==> src/rtl/core/krle_pkg.sv <==
// ----------------------------------------------------------------------------
// krle_pkg
// Shared types and codes for the keyed record list engine.
// ----------------------------------------------------------------------------
`default_nettype none
package krle_pkg;
    localparam logic [2:0] OP_APPEND = 3'd0;
    localparam logic [2:0] OP_FIND   = 3'd1;
    localparam logic [2:0] OP_REMOVE = 3'd2;
    localparam logic [2:0] OP_LIST   = 3'd3;
    localparam logic [2:0] OP_DATE   = 3'd4;
    localparam logic [2:0] OP_PRIO   = 3'd5;

    localparam logic [1:0] ST_OK    = 2'd0;
    localparam logic [1:0] ST_NOTF  = 2'd1;
    localparam logic [1:0] ST_FULL  = 2'd2;
    localparam logic [1:0] ST_EMPTY = 2'd3;

    localparam logic [2:0] PRIO_TOP = 3'd5;
    localparam logic [2:0] PRIO_BOT = 3'd1;
    localparam int unsigned RESULT_CAP = 32;

    typedef struct packed {
        logic [15:0] id;
        logic [11:0] year;
        logic [3:0]  month;
        logic [4:0]  day;
        logic [2:0]  prio;
    } t_rec;

    // controller -> datapath
    typedef struct packed {
        logic load;       // capture input word
        logic rd;         // read store at index
        logic wr_append;  // write query at count
        logic shift_wr;   // write shifted record at index-1
        logic cnt_inc;
        logic cnt_dec;
    } t_cmd;
endpackage
`default_nettype wire

==> src/rtl/core/keyed_record_list_engine_unit.sv <==
// ----------------------------------------------------------------------------
// keyed_record_list_engine_unit
// Insertion-ordered record table with find, remove and three listings.
// ----------------------------------------------------------------------------
// Append: query registered on accept, result from dispatch. Find/list: read and
// test per record walked plus an emit per result word. Remove: walk plus a shift
// per moved record. Priority listing walks the table once per level 5..1.
// One word at a time; stall is high from accept until the final result is
// registered. Synchronous reset clears the count; store contents are undefined.
`default_nettype none
module keyed_record_list_engine_unit import krle_pkg::*; #(
    parameter int TABLE_DEPTH = 32
) (
    input  wire logic        i_clk,
    input  wire logic        i_rst_n,
    input  wire logic        i_valid,
    output logic             o_stall,
    input  wire logic [2:0]  i_opcode,
    input  wire logic [15:0] i_rec_id,
    input  wire logic [11:0] i_year,
    input  wire logic [3:0]  i_month,
    input  wire logic [4:0]  i_day,
    input  wire logic [2:0]  i_priority_req,
    output logic             o_valid,
    input  wire logic        i_stall,
    output logic [1:0]       o_status,
    output logic [15:0]      o_out_id,
    output logic [11:0]      o_out_year,
    output logic [3:0]       o_out_month,
    output logic [4:0]       o_out_day,
    output logic [2:0]       o_out_priority,
    output logic [5:0]       o_entry_count,
    output logic             o_last
);
    localparam int IW = $clog2(TABLE_DEPTH);
    localparam int CW = $clog2(TABLE_DEPTH + 1);

    t_cmd w_cmd;
    t_rec w_in, w_q, w_rd, w_orec;
    logic [IW-1:0] w_ri, w_wi;
    logic [CW-1:0] w_cnt, w_ocnt;

    assign w_in = '{id: i_rec_id, year: i_year, month: i_month, day: i_day,
                    prio: i_priority_req};

    krle_datapath #(.DEPTH(TABLE_DEPTH), .IW(IW), .CW(CW)) u_dp (
        .i_clk, .i_rst_n, .i_cmd(w_cmd), .i_rd_idx(w_ri), .i_wr_idx(w_wi),
        .i_rec(w_in), .o_query(w_q), .o_rd_rec(w_rd), .o_count(w_cnt));

    krle_ctrl #(.DEPTH(TABLE_DEPTH), .IW(IW), .CW(CW)) u_ctrl (
        .i_clk, .i_rst_n, .i_valid, .o_stall, .i_opcode, .i_query(w_q),
        .i_rd_rec(w_rd), .i_count(w_cnt), .o_cmd(w_cmd), .o_rd_idx(w_ri),
        .o_wr_idx(w_wi), .o_valid, .i_stall, .o_status, .o_rec(w_orec),
        .o_entry_count(w_ocnt), .o_last);

    assign o_out_id = w_orec.id;
    assign o_out_year = w_orec.year;
    assign o_out_month = w_orec.month;
    assign o_out_day = w_orec.day;
    assign o_out_priority = w_orec.prio;
    assign o_entry_count = 6'(w_ocnt);

    assert property (@(posedge i_clk) disable iff (!i_rst_n)
        o_valid && i_stall |=> o_valid && $stable(o_last))
        else $error("held result changed");
    assert property (@(posedge i_clk) disable iff (!i_rst_n)
        w_cnt <= CW'(TABLE_DEPTH)) else $error("count overflow");
    assert property (@(posedge i_clk) disable iff (!i_rst_n)
        !(w_cmd.cnt_inc && w_cmd.cnt_dec)) else $error("count conflict");
endmodule
`default_nettype wire

==> src/rtl/core/krle_datapath.sv <==
// ----------------------------------------------------------------------------
// krle_datapath
// Record store memory, record count and query register.
// ----------------------------------------------------------------------------
`default_nettype none
module krle_datapath import krle_pkg::*; #(
    parameter int DEPTH = 32,
    parameter int IW = 5,
    parameter int CW = 6
) (
    input  wire logic          i_clk,
    input  wire logic          i_rst_n,
    input  wire t_cmd          i_cmd,
    input  wire logic [IW-1:0] i_rd_idx,
    input  wire logic [IW-1:0] i_wr_idx,
    input  wire t_rec          i_rec,
    output t_rec               o_query,
    output t_rec               o_rd_rec,
    output logic [CW-1:0]      o_count
);
    t_rec r_mem [DEPTH];
    t_rec r_q;
    t_rec r_rd;
    logic [CW-1:0] r_cnt;

    always_ff @(posedge i_clk) begin
        if (i_cmd.load) r_q <= i_rec;
        if (i_cmd.rd) r_rd <= r_mem[i_rd_idx];
        if (i_cmd.wr_append) r_mem[r_cnt[IW-1:0]] <= r_q;
        else if (i_cmd.shift_wr) r_mem[i_wr_idx] <= r_rd;
    end

    always_ff @(posedge i_clk) begin
        if (!i_rst_n) r_cnt <= '0;
        else if (i_cmd.cnt_inc) r_cnt <= r_cnt + 1'b1;
        else if (i_cmd.cnt_dec) r_cnt <= r_cnt - 1'b1;
    end

    assign o_query  = r_q;
    assign o_rd_rec = r_rd;
    assign o_count  = r_cnt;
endmodule
`default_nettype wire

==> src/rtl/core/krle_ctrl.sv <==
// ----------------------------------------------------------------------------
// krle_ctrl
// Sequencer: walks the store for each opcode and drives the result register.
// ----------------------------------------------------------------------------
`default_nettype none
module krle_ctrl import krle_pkg::*; #(
    parameter int DEPTH = 32,
    parameter int IW = 5,
    parameter int CW = 6
) (
    input  wire logic          i_clk,
    input  wire logic          i_rst_n,
    input  wire logic          i_valid,
    output logic               o_stall,
    input  wire logic [2:0]    i_opcode,
    input  wire t_rec          i_query,
    input  wire t_rec          i_rd_rec,
    input  wire logic [CW-1:0] i_count,
    output t_cmd               o_cmd,
    output logic [IW-1:0]      o_rd_idx,
    output logic [IW-1:0]      o_wr_idx,
    output logic               o_valid,
    input  wire logic          i_stall,
    output logic [1:0]         o_status,
    output t_rec               o_rec,
    output logic [CW-1:0]      o_entry_count,
    output logic               o_last
);
    typedef enum logic [2:0] {S_IDLE, S_DISPATCH, S_READ, S_TEST, S_SHIFT, S_EMIT, S_FINAL}
        t_state;

    t_state r_state;
    logic [2:0] r_op;
    logic [CW:0] r_i;      // walk position (counts up, or down for priority)
    logic [2:0] r_p;
    logic [CW:0] r_n;      // records found
    logic r_hit;
    t_rec r_prec;          // found record not yet sent
    logic r_ov;
    logic [1:0] r_st;
    t_rec r_orec;
    logic [CW-1:0] r_ocnt;
    logic r_olast;
    logic r_shifting;

    logic [CW:0] w_cnt;
    logic w_date_ok;
    logic w_match;
    logic w_out_free;
    logic w_emit;
    logic [1:0] w_fin_st;

    assign w_cnt = {1'b0, i_count};
    assign w_out_free = !r_ov || !i_stall;

    always_comb begin
        if (i_rd_rec.year != i_query.year) w_date_ok = i_rd_rec.year > i_query.year;
        else if (i_rd_rec.month != i_query.month) w_date_ok = i_rd_rec.month > i_query.month;
        else w_date_ok = i_rd_rec.day >= i_query.day;
    end

    always_comb begin
        unique case (r_op)
            OP_FIND, OP_REMOVE: w_match = i_rd_rec.id == i_query.id;
            OP_LIST:            w_match = 1'b1;
            OP_DATE:            w_match = w_date_ok;
            OP_PRIO:            w_match = i_rd_rec.prio == r_p;
            default:            w_match = 1'b0;
        endcase
    end

    // status of the closing word
    always_comb begin
        if (r_hit) w_fin_st = ST_OK;
        else if (r_op == OP_FIND || r_op == OP_REMOVE) w_fin_st = ST_NOTF;
        else if (r_op == OP_LIST || r_op == OP_DATE || r_op == OP_PRIO) w_fin_st = ST_EMPTY;
        else w_fin_st = ST_OK;
    end

    // walk position in store index terms; priority walks downward, index = r_i-1
    // shift writes land two behind the read position
    always_comb begin
        o_rd_idx = (r_op == OP_PRIO) ? IW'(r_i - 1'b1) : IW'(r_i);
        o_wr_idx = IW'(r_i - 2'd2);
    end

    always_comb begin
        o_cmd = '0;
        o_cmd.load = (r_state == S_IDLE) && i_valid;
        o_cmd.rd = (r_state == S_READ) || (r_state == S_SHIFT && r_i < w_cnt);
        o_cmd.shift_wr = (r_state == S_SHIFT) && r_shifting;
        o_cmd.wr_append = (r_state == S_DISPATCH) && (r_op == OP_APPEND)
                          && (w_cnt < (CW+1)'(DEPTH)) && w_out_free;
        o_cmd.cnt_inc = o_cmd.wr_append;
        o_cmd.cnt_dec = (r_state == S_SHIFT) && !(r_i < w_cnt);
    end

    assign w_emit = w_out_free && (((r_state == S_DISPATCH) && (r_op == OP_APPEND))
                                   || ((r_state == S_EMIT) && r_hit)
                                   || (r_state == S_FINAL));

    assign o_stall = (r_state != S_IDLE);
    assign o_valid = r_ov;
    assign o_status = r_st;
    assign o_rec = r_orec;
    assign o_entry_count = r_ocnt;
    assign o_last = r_olast;

    always_ff @(posedge i_clk) begin
        if (!i_rst_n) begin
            r_state <= S_IDLE;
            r_ov <= 1'b0;
        end else begin
            if (w_emit) r_ov <= 1'b1;
            else if (!i_stall) r_ov <= 1'b0;
            unique case (r_state)
                S_IDLE: if (i_valid) begin
                    r_op <= i_opcode;
                    r_n <= '0;
                    r_p <= PRIO_TOP;
                    r_hit <= 1'b0;
                    r_shifting <= 1'b0;
                    r_state <= S_DISPATCH;
                end
                S_DISPATCH: begin
                    r_i <= (r_op == OP_PRIO) ? w_cnt : '0;
                    if (r_op == OP_APPEND) begin
                        if (w_out_free) begin
                            r_olast <= 1'b1;
                            r_ocnt <= o_cmd.wr_append ? i_count + 1'b1 : i_count;
                            r_st <= o_cmd.wr_append ? ST_OK : ST_FULL;
                            r_orec <= o_cmd.wr_append ? i_query : '0;
                            r_state <= S_IDLE;
                        end
                    end else if (r_op > OP_PRIO) begin
                        r_state <= S_FINAL;
                    end else begin
                        r_state <= S_READ;
                    end
                end
                S_READ: begin
                    // end-of-walk check while the read of the current entry is issued
                    if (r_op == OP_PRIO) begin
                        if (r_n == (CW+1)'(RESULT_CAP)) r_state <= S_FINAL;
                        else if (r_i == '0) begin
                            if (r_p == PRIO_BOT) r_state <= S_FINAL;
                            else begin
                                r_p <= r_p - 1'b1;
                                r_i <= w_cnt;
                            end
                        end else r_state <= S_TEST;
                    end else if (r_i >= w_cnt || r_n == (CW+1)'(RESULT_CAP))
                        r_state <= S_FINAL;
                    else r_state <= S_TEST;
                end
                S_TEST: begin
                    if (w_match && (r_op == OP_FIND || r_op == OP_REMOVE)) begin
                        r_hit <= 1'b1;
                        r_prec <= i_rd_rec;
                        if (r_op == OP_REMOVE) begin
                            r_i <= r_i + 1'b1;
                            r_state <= S_SHIFT;
                        end else r_state <= S_FINAL;
                    end else if (w_match) begin
                        r_state <= S_EMIT;
                    end else begin
                        r_i <= (r_op == OP_PRIO) ? r_i - 1'b1 : r_i + 1'b1;
                        r_state <= S_READ;
                    end
                end
                S_SHIFT: begin
                    // read entry r_i, then write it to r_i-1 next cycle
                    if (r_i < w_cnt) begin
                        r_shifting <= 1'b1;
                        r_i <= r_i + 1'b1;
                    end else begin
                        r_shifting <= 1'b0;
                        r_state <= S_FINAL;
                    end
                end
                // a match is held back one step so the closing word can carry last
                S_EMIT: if (w_out_free || !r_hit) begin
                    if (r_hit) begin
                        r_olast <= 1'b0;
                        r_st <= ST_OK;
                        r_orec <= r_prec;
                        r_ocnt <= i_count;
                    end
                    r_prec <= i_rd_rec;
                    r_n <= r_n + 1'b1;
                    r_hit <= 1'b1;
                    r_i <= (r_op == OP_PRIO) ? r_i - 1'b1 : r_i + 1'b1;
                    r_state <= S_READ;
                end
                S_FINAL: if (w_out_free) begin
                    r_olast <= 1'b1;
                    r_st <= w_fin_st;
                    r_orec <= r_hit ? r_prec : '0;
                    r_ocnt <= i_count;
                    r_state <= S_IDLE;
                end
                default: r_state <= S_IDLE;
            endcase
        end
    end
endmodule
`default_nettype wire
==> config.mk <==
export PLATFORM = sky130hd
export DESIGN_NAME = keyed_record_list_engine_unit
export DESIGN_NICKNAME = d
export VERILOG_FILES = /design/src/rtl/core/krle_pkg.sv /design/src/rtl/core/keyed_record_list_engine_unit.sv /design/src/rtl/core/krle_datapath.sv /design/src/rtl/core/krle_ctrl.sv
export SDC_FILE = /design/constraint.sdc
export NUM_CORES = 2
export LEC_CHECK = 0
export BUFFER_PORTS_ARGS = -buffer_cell sky130_fd_sc_hd__buf_2
export CORE_MARGIN = 5
export CORE_UTILIZATION = 62
export DETAILED_ROUTE_END_ITERATION = 6
export HOLD_SLACK_MARGIN = 0.05
export PLACE_DENSITY_LB_ADDON = 0.15
export SYNTH_ARGS = -nofsm -noshare
export SYNTH_HDL_FRONTEND = slang
export SYNTH_SLANG_ARGS = --single-unit
==> constraint.sdc <==
create_clock -name i_clk -period 5.5 [get_ports i_clk]
set_input_delay 0.825 -clock i_clk [delete_from_list [all_inputs] [get_ports i_clk]]
set_output_delay 0.825 -clock i_clk [all_outputs]
set_load 0.03 [all_outputs]
# == Word level (Yosys, flattened, before mapping) ==
# Memory sizes are Yosys's and may differ from the RTL's. A register that Yosys moved wholly into a read port is not among the register bits.
# Cells that the tools add are included.
# word_totals
out_inout_bits,51
input_bits,47
memories,1
elab_cells,214
ramBits,1280
regBits,161
# classes
reduce_logical,47
n_addsub,7
mux,91
n_lt_le_gt_ge,7
eq_ne,34
# memory_table
memory,words,width,rd,rd_ports_with_merged_regs,wr,line_no,text
u_dp.r_mem,32,40,1,1,1,krle_datapath.sv:21,t_rec r_mem [DEPTH];
# ops
operator,count
$mux W40,10
$pmux W40 S3,1
$mux W7,12
$pmux W40 S2,1
$mux W3,18
$mux W6,9
$reduce_or A40 Y1,1
$pmux W7 S5,1
$pmux W3 S7,1
$mux W2,10
$mux W1,18
$ne A2 B2 Y1 const B,9
$pmux W6 S3,1
$eq A16 B16 Y1,1
$eq A3 B3 Y1 const B,5
$add A7 B1 Y7 const B,2
$pmux W7 S2,1
$reduce_and A7 Y1,2
$eq A3 B2 Y1 const B,4
$gt A12 B12 Y1,1
$ne A12 B12 Y1,1
$reduce_and A4 Y1,3
$logic_and A1 B1 Y1,10
$mux W5,2
other kinds (35),62

# == Longest topological paths before layout ==
# depth
ltp_word,8
ltp_mapped,12
mapped_depth_nobuf,9

# == Hierarchy ==
# Synthesis repeated with hierarchy kept, for this count alone.
# unflattened
cells_unflattened,3131
hier_area_um2,58970.3
# modules_own_cells
module,area_per_inst_um2,seq_area_each_um2,instances,cells_each
krle_datapath,52616.7,40959.3,1,2581
krle_ctrl,6353.6,3413.3,1,550

# == Worst setup path after synthesis ==
# Ideal clock, no wire load.
# synth_path
path_type,input-to-reg
start,in i_stall
end,mem u_dp.r_mem[19][0] (netlist bit) (enable)
arrival_time_ps,4481
cell_stages,5
required_ps,5013
path_slack_ps,532
path_buffers,0
setup_ps,487
cell_sequence,and2_1 > nor2_1 > nand2_1 > o32a_1 > nor3_1
# synth_via
elab_chain_len,7
elab_cells_between_ends,10
cone_classes,6 x mux; 4 x reduce/logical
# synth_lines
element,line_no,text
from (decl),keyed_record_list_engine_unit.sv:25,"input wire logic i_stall,"
$logic_not A1 Y1 (*),krle_ctrl.sv:54,assign w_out_free = !r_ov || !i_stall;
$logic_or A1 B1 Y1 (*),krle_ctrl.sv:54,
$logic_and A1 B1 Y1 (*),krle_ctrl.sv:93,&& (w_cnt < (CW+1)'(DEPTH)) && w_out_free;
$mux W1,krle_datapath.sv:29,if (i_cmd.wr_append) r_mem[r_cnt[IW-1:0]] <= r_q;
$mux W1 (implied by the code),krle_datapath.sv:30,else if (i_cmd.shift_wr) r_mem[i_wr_idx] <= r_rd;
$reduce_or A40 Y1 (no source line),n/a,
$mux W5 (no source line) / $mux W1 (equally long branches),n/a,
to (decl),krle_datapath.sv:21,
# Mark *: on every way between the ends. The rest lies on a longest branch, timed or not.

# == Worst setup path after layout ==
# layout_path
start,reg u_ctrl.r_state[2]
end,mem u_dp.r_mem[24][32] (netlist bit) (enable)
# layout_via
elab_chain_len,8
elab_cells_between_ends,14
cone_classes,2 x eq/ne; 7 x mux; 5 x reduce/logical
# layout_lines
element,line_no,text
from (decl),krle_ctrl.sv:32,t_state r_state;
from (signal assigned),krle_ctrl.sv:111,r_state <= S_IDLE;
from (signal assigned),krle_ctrl.sv:123,r_state <= S_DISPATCH;
from (signal assigned),krle_ctrl.sv:133,r_state <= S_IDLE;
$eq A3 B1 Y1,krle_ctrl.sv:92,o_cmd.wr_append = (r_state == S_DISPATCH) && (r_op == OP_APPEND)
$logic_and A1 B1 Y1,krle_ctrl.sv:92,
$logic_and A1 B1 Y1 (2 in series),krle_ctrl.sv:93,
$mux W1,krle_datapath.sv:29,
$mux W1 (implied by the code),krle_datapath.sv:30,
$reduce_or A40 Y1 (no source line),n/a,
$mux W5 (no source line) / $mux W1 (equally long branches),n/a,
# Several ways; a longest one is shown, not always the timed one.

==> reports/results.md <==
## Logic synthesis
• gate count after technology mapping: 4105
• area fraction in compound gates after synthesis: 6.12%
• EDFF count, synth: 1471
• Yosys warnings: 0
• XOR/XNOR Fraction of Synth Area: 0.653%
• synthesized netlist net count: 4195
• count of unique library cells instantiated by Yosys: 70
• Avg Inst Size Synth: 14.3 sq um
• Async SR Flop Fraction: 0%
• post-synthesis sequential area ratio: 75.4%
• post-synthesis cell area: 58900 sq um
• most used flip-flop cell after synthesis: edfxtp_1
• number of register bits inferred by synthesis: 1481
• share of synthesized cell area in full adder, half adder and majority cells: 0.914%
• Synth Area in Simple Gates: 11.4%
• mux contribution to synthesized area: 3.14%
• main combinational cell family by area after synthesis: simple AND/OR/NAND/NOR gates

## STA
• worst relative slew slack: 17.6%
• Tcrit/Tclk final: 84.7%
• setup repair after global routing missed its margin: false
• Layout Skew: 25.5 ps
• highest clock frequency the design can meet: 215 MHz
• post-route setup TNS: 0 ps
• minimum hold slack: 239 ps
• final critical path time including I/O delays and setup: 4660 ps
• final setup vio count: 0
• transition at the pin with the smallest max-transition slack: 1240 ps
• total count of hold-check failures in the final report: 0
• Pins Over Slew Limit: 0

## Job
• max cap viols: 0

## Hold path
• class of the tightest hold or removal check: input port to flop
• Worst Min Path Start: i_day[4]
• worst hold path stage count: 1
• Hold EP: u_dp.o_query[7]$_DFFE_PP_

## Die
• CORE AREA: 94600 sq um
• Die Y: 318 um
• Initial Utilization: 62.2%
• number of primary I/O pins: 98
• row count: 113
• DIE WIDTH: 318 um
• die area: 101000 sq um

## Power and ir drop
• power density over the cells: 464 nW/um^2
• leakage component of the power: 22.1 nW
• IR Drop Worst-Case VDD: 0.000357 V

## Drt
• Initial DRT Pass Iterations: 6
• highest routed layer: met4
• post-route DRC violation count: 0
• post-route antenna net violation count: 0
• wire length per cell after detailed routing: 27.3 um
• metal3 WL: 15600 um
• Metal-1 WL: 60200 um
• vias post-DR: 36048
• count of routing violations after the opening detailed-route iteration: 4733
• Routed Wire Length: 153000 um
• Vias/cell: 6.42
• Met2 Routed Length: 71500 um

## GRT
• combined global-route utilization of all metal layers: 29.9%
• sum of overflow across all layers after global routing: 0
• via count of the first global-routing pass: 34881
• global-route wire length before repair: 226000 um
• maximum number of pins on one net before global-route repair: 114
• initial antenna violation count: 1

## Clocking
• Clock transition at path regs: 70 ps
• insertion delay to the later sink of the worst-skew pair: 760 ps
• H-Tree Level Count: 4
• quantity of gates resized following cts: 0
• CTS tree: done
• Post-CTS Hold Fix Bufs: 0
• clock root buffer: clkbuf_16
• number of setup buffers added after CTS: 0
• clock buffer count from CTS: 147
• Max Buffers Root-to-Sink: 3
• TritonCTS sink count: 1481

## Worst setup path
• flop-to-flop setup slack: 840 ps
• maximum fanout along the worst path: 38
• Slowest Stage Delay on Critical Path: 920 ps
• Worst Path Buf+Inv: 2
• Critical Path Slowest Stage Cell: nor3_2
• nature of the critical path endpoint: flop
• category of the worst setup path launch point: flop
• crit-path leading delay family: simple AND/OR/NAND/NOR gates
• kind of critical path: flop to flop
• data arrival at the endpoint of the critical path: 5030 ps
• Critical R2R Capture: u_dp.r_mem[24][32]$_DFFE_PP_
• Crit path required time: 5880 ps
• CP Cell Sequence: inv_2 > nor3_1 > and2_4 > nor2_1 > a21o_1 > nor3_2 > buf_4
• worst r2r src: u_ctrl.r_state[2]$_SDFFE_PN0P_
• length in cells of the worst reg-to-reg path: 7

## Layout
• area growth from synthesis to layout: 12.2%
• proportion of layout cells with a drive suffix above 1: 12.2%
• layout net count: 4328

## Placed design
• total of buffers placed on input and output ports: 97
• DP HPWL: 85600 um
• gpl congestion: 0.890

## Outcome
• outcome: complete, no violations

logic make-up after synthesis:
logic type      count (synthesis)
compound gates                502
flops                        1481
buf+inv                       292
xor+xnor                       43
mux                           182
simple gates                 1562
fa+ha+maj                      43
how the worst max path moves through the flow:
stage	cells after the start	end	slack (ps)	start
floorplan	5	u_dp.r_mem[19][0]$_DFFE_PP_	530	i_stall
detailed placement	7	u_dp.r_mem[24][30]$_DFFE_PP_	950	u_ctrl.r_state[2]$_SDFFE_PN0P_
global route	7	u_dp.r_mem[24][19]$_DFFE_PP_	520	u_ctrl.r_state[2]$_SDFFE_PN0P_
CTS	7	u_dp.r_mem[24][19]$_DFFE_PP_	930	u_ctrl.r_state[2]$_SDFFE_PN0P_
finish	7	u_dp.r_mem[24][32]$_DFFE_PP_	840	u_ctrl.r_state[2]$_SDFFE_PN0P_
global placement	7	u_dp.r_mem[24][34]$_DFFE_PP_	1140	u_ctrl.r_state[2]$_SDFFE_PN0P_
final cells by class:
| class | count | area, sq um |
|---|---|---|
| Sequential cell | 1481 | 44400 |
| Fill cell | 6135 | 28500 |
| Multi-Input combinational cell | 2332 | 13400 |
| Clock buffer | 182 | 3890 |
| Timing Repair Buffer | 231 | 1800 |
| Tap cell | 1265 | 1580 |
| Clock inverter | 79 | 821 |
| Inverter | 45 | 169 |
| Antenna cell | 1 | 2.50 |
through the flow:
step | std cells | cell area (sq um) | utilization, % | total power, W | setup WS [ps]
finish | 5616 | 66100 | 69.8 | 0.0307 | 844
CTS | 5614 | 66000 | 69.8 | 0.0307 | 931
global placement | 5353 | 61300 | 64.8 | 0.0208 | 1140
detailed placement | 5353 | 61300 | 64.8 | 0.0209 | 950
floorplan | 4105 | 58900 | - | 0.0184 | 532
global route | 5615 | 66100 | 69.8 | 0.0317 | 523
Yosys cell counts, types with 3 or more instances:
master,count,area share [%]
xor2_1,10,0.15
nor2b_1,12,0.13
a32oi_1,161,2.4
nor4_2,9,0.19
o22ai_1,4,0.043
nor2_1,42,0.27
xnor2_1,32,0.48
and3_1,11,0.12
inv_2,3,0.019
a211oi_1,6,0.077
nand2_1,1029,6.6
o21ai_0,57,0.48
ha_1,43,0.91
buf_2,134,1.1
nand2b_1,7,0.074
a21oi_1,29,0.25
and2_1,5,0.053
clkbuf_1,76,0.48
nand4_1,9,0.096
a22o_1,22,0.33
dfxtp_1,10,0.34
edfxtp_1,1471,75
buf_6,6,0.11
mux2i_1,160,2.7
mux2_2,22,0.42
nor3_1,51,0.43
or3_1,4,0.043
nor4_1,35,0.37
a22oi_1,3,0.038
buf_1,10,0.064
nand3_1,333,2.8
o221ai_1,4,0.060
o21a_1,4,0.051
buf_4,21,0.27
a21o_1,9,0.11
a31oi_1,172,1.8
inv_1,42,0.27
o211ai_1,3,0.038
registers in the layout, summed over array words and instances (netlist names), 2 cells and up:
name / flops
u_dp.o_query: 40
u_ctrl.r_i: 7
u_ctrl.r_n: 7
u_ctrl.r_p: 3
u_ctrl.o_rec: 40
u_ctrl.o_entry_count: 6
u_dp.o_rd_rec: 40
u_dp.r_mem: 1280
u_ctrl.r_state: 3
u_ctrl.o_status: 2
u_ctrl.r_prec: 40
u_dp.o_count: 6
u_ctrl.r_op: 3
metal layers:
layer | global-route usage, % | vias up
met5 | 0 | -
met4 | 10.9 | 0
met3 | 6.76 | 318
met2 | 46.5 | 2003
met1 | 42.3 | 17931
li1 | - | 15796
layout by cell type, fill, tap and decap left out, drive strengths merged, types with 4 or more instances in the layout:
cell type / instances
clkinvlp: 4
mux2i: 160
nor4: 44
a211oi: 6
inv: 54
edfxtp: 1471
nand2: 1031
buf: 231
o22ai: 4
nor2: 42
nand4: 10
ha: 43
a21o: 9
nor2b: 12
dfxtp: 10
mux2: 22
a31oi: 172
a32oi: 161
clkinv: 51
and2: 5
o21ai: 58
clkbuf: 182
and3: 11
a21oi: 31
xor2: 10
o21a: 4
xnor2: 33
or3: 4
a22o: 22
o221ai: 4
nor3: 51
nand2b: 7
bufinv: 15
nand3: 333
power by group:
part / internal, W / switching, W / total (W)
clock: 0.00574 / 0.00416 / 0.00990
sequential: 0.0138 / 0.000387 / 0.0142
combinational: 0.00182 / 0.00480 / 0.00661
Power figures use the tool's default switching activity.
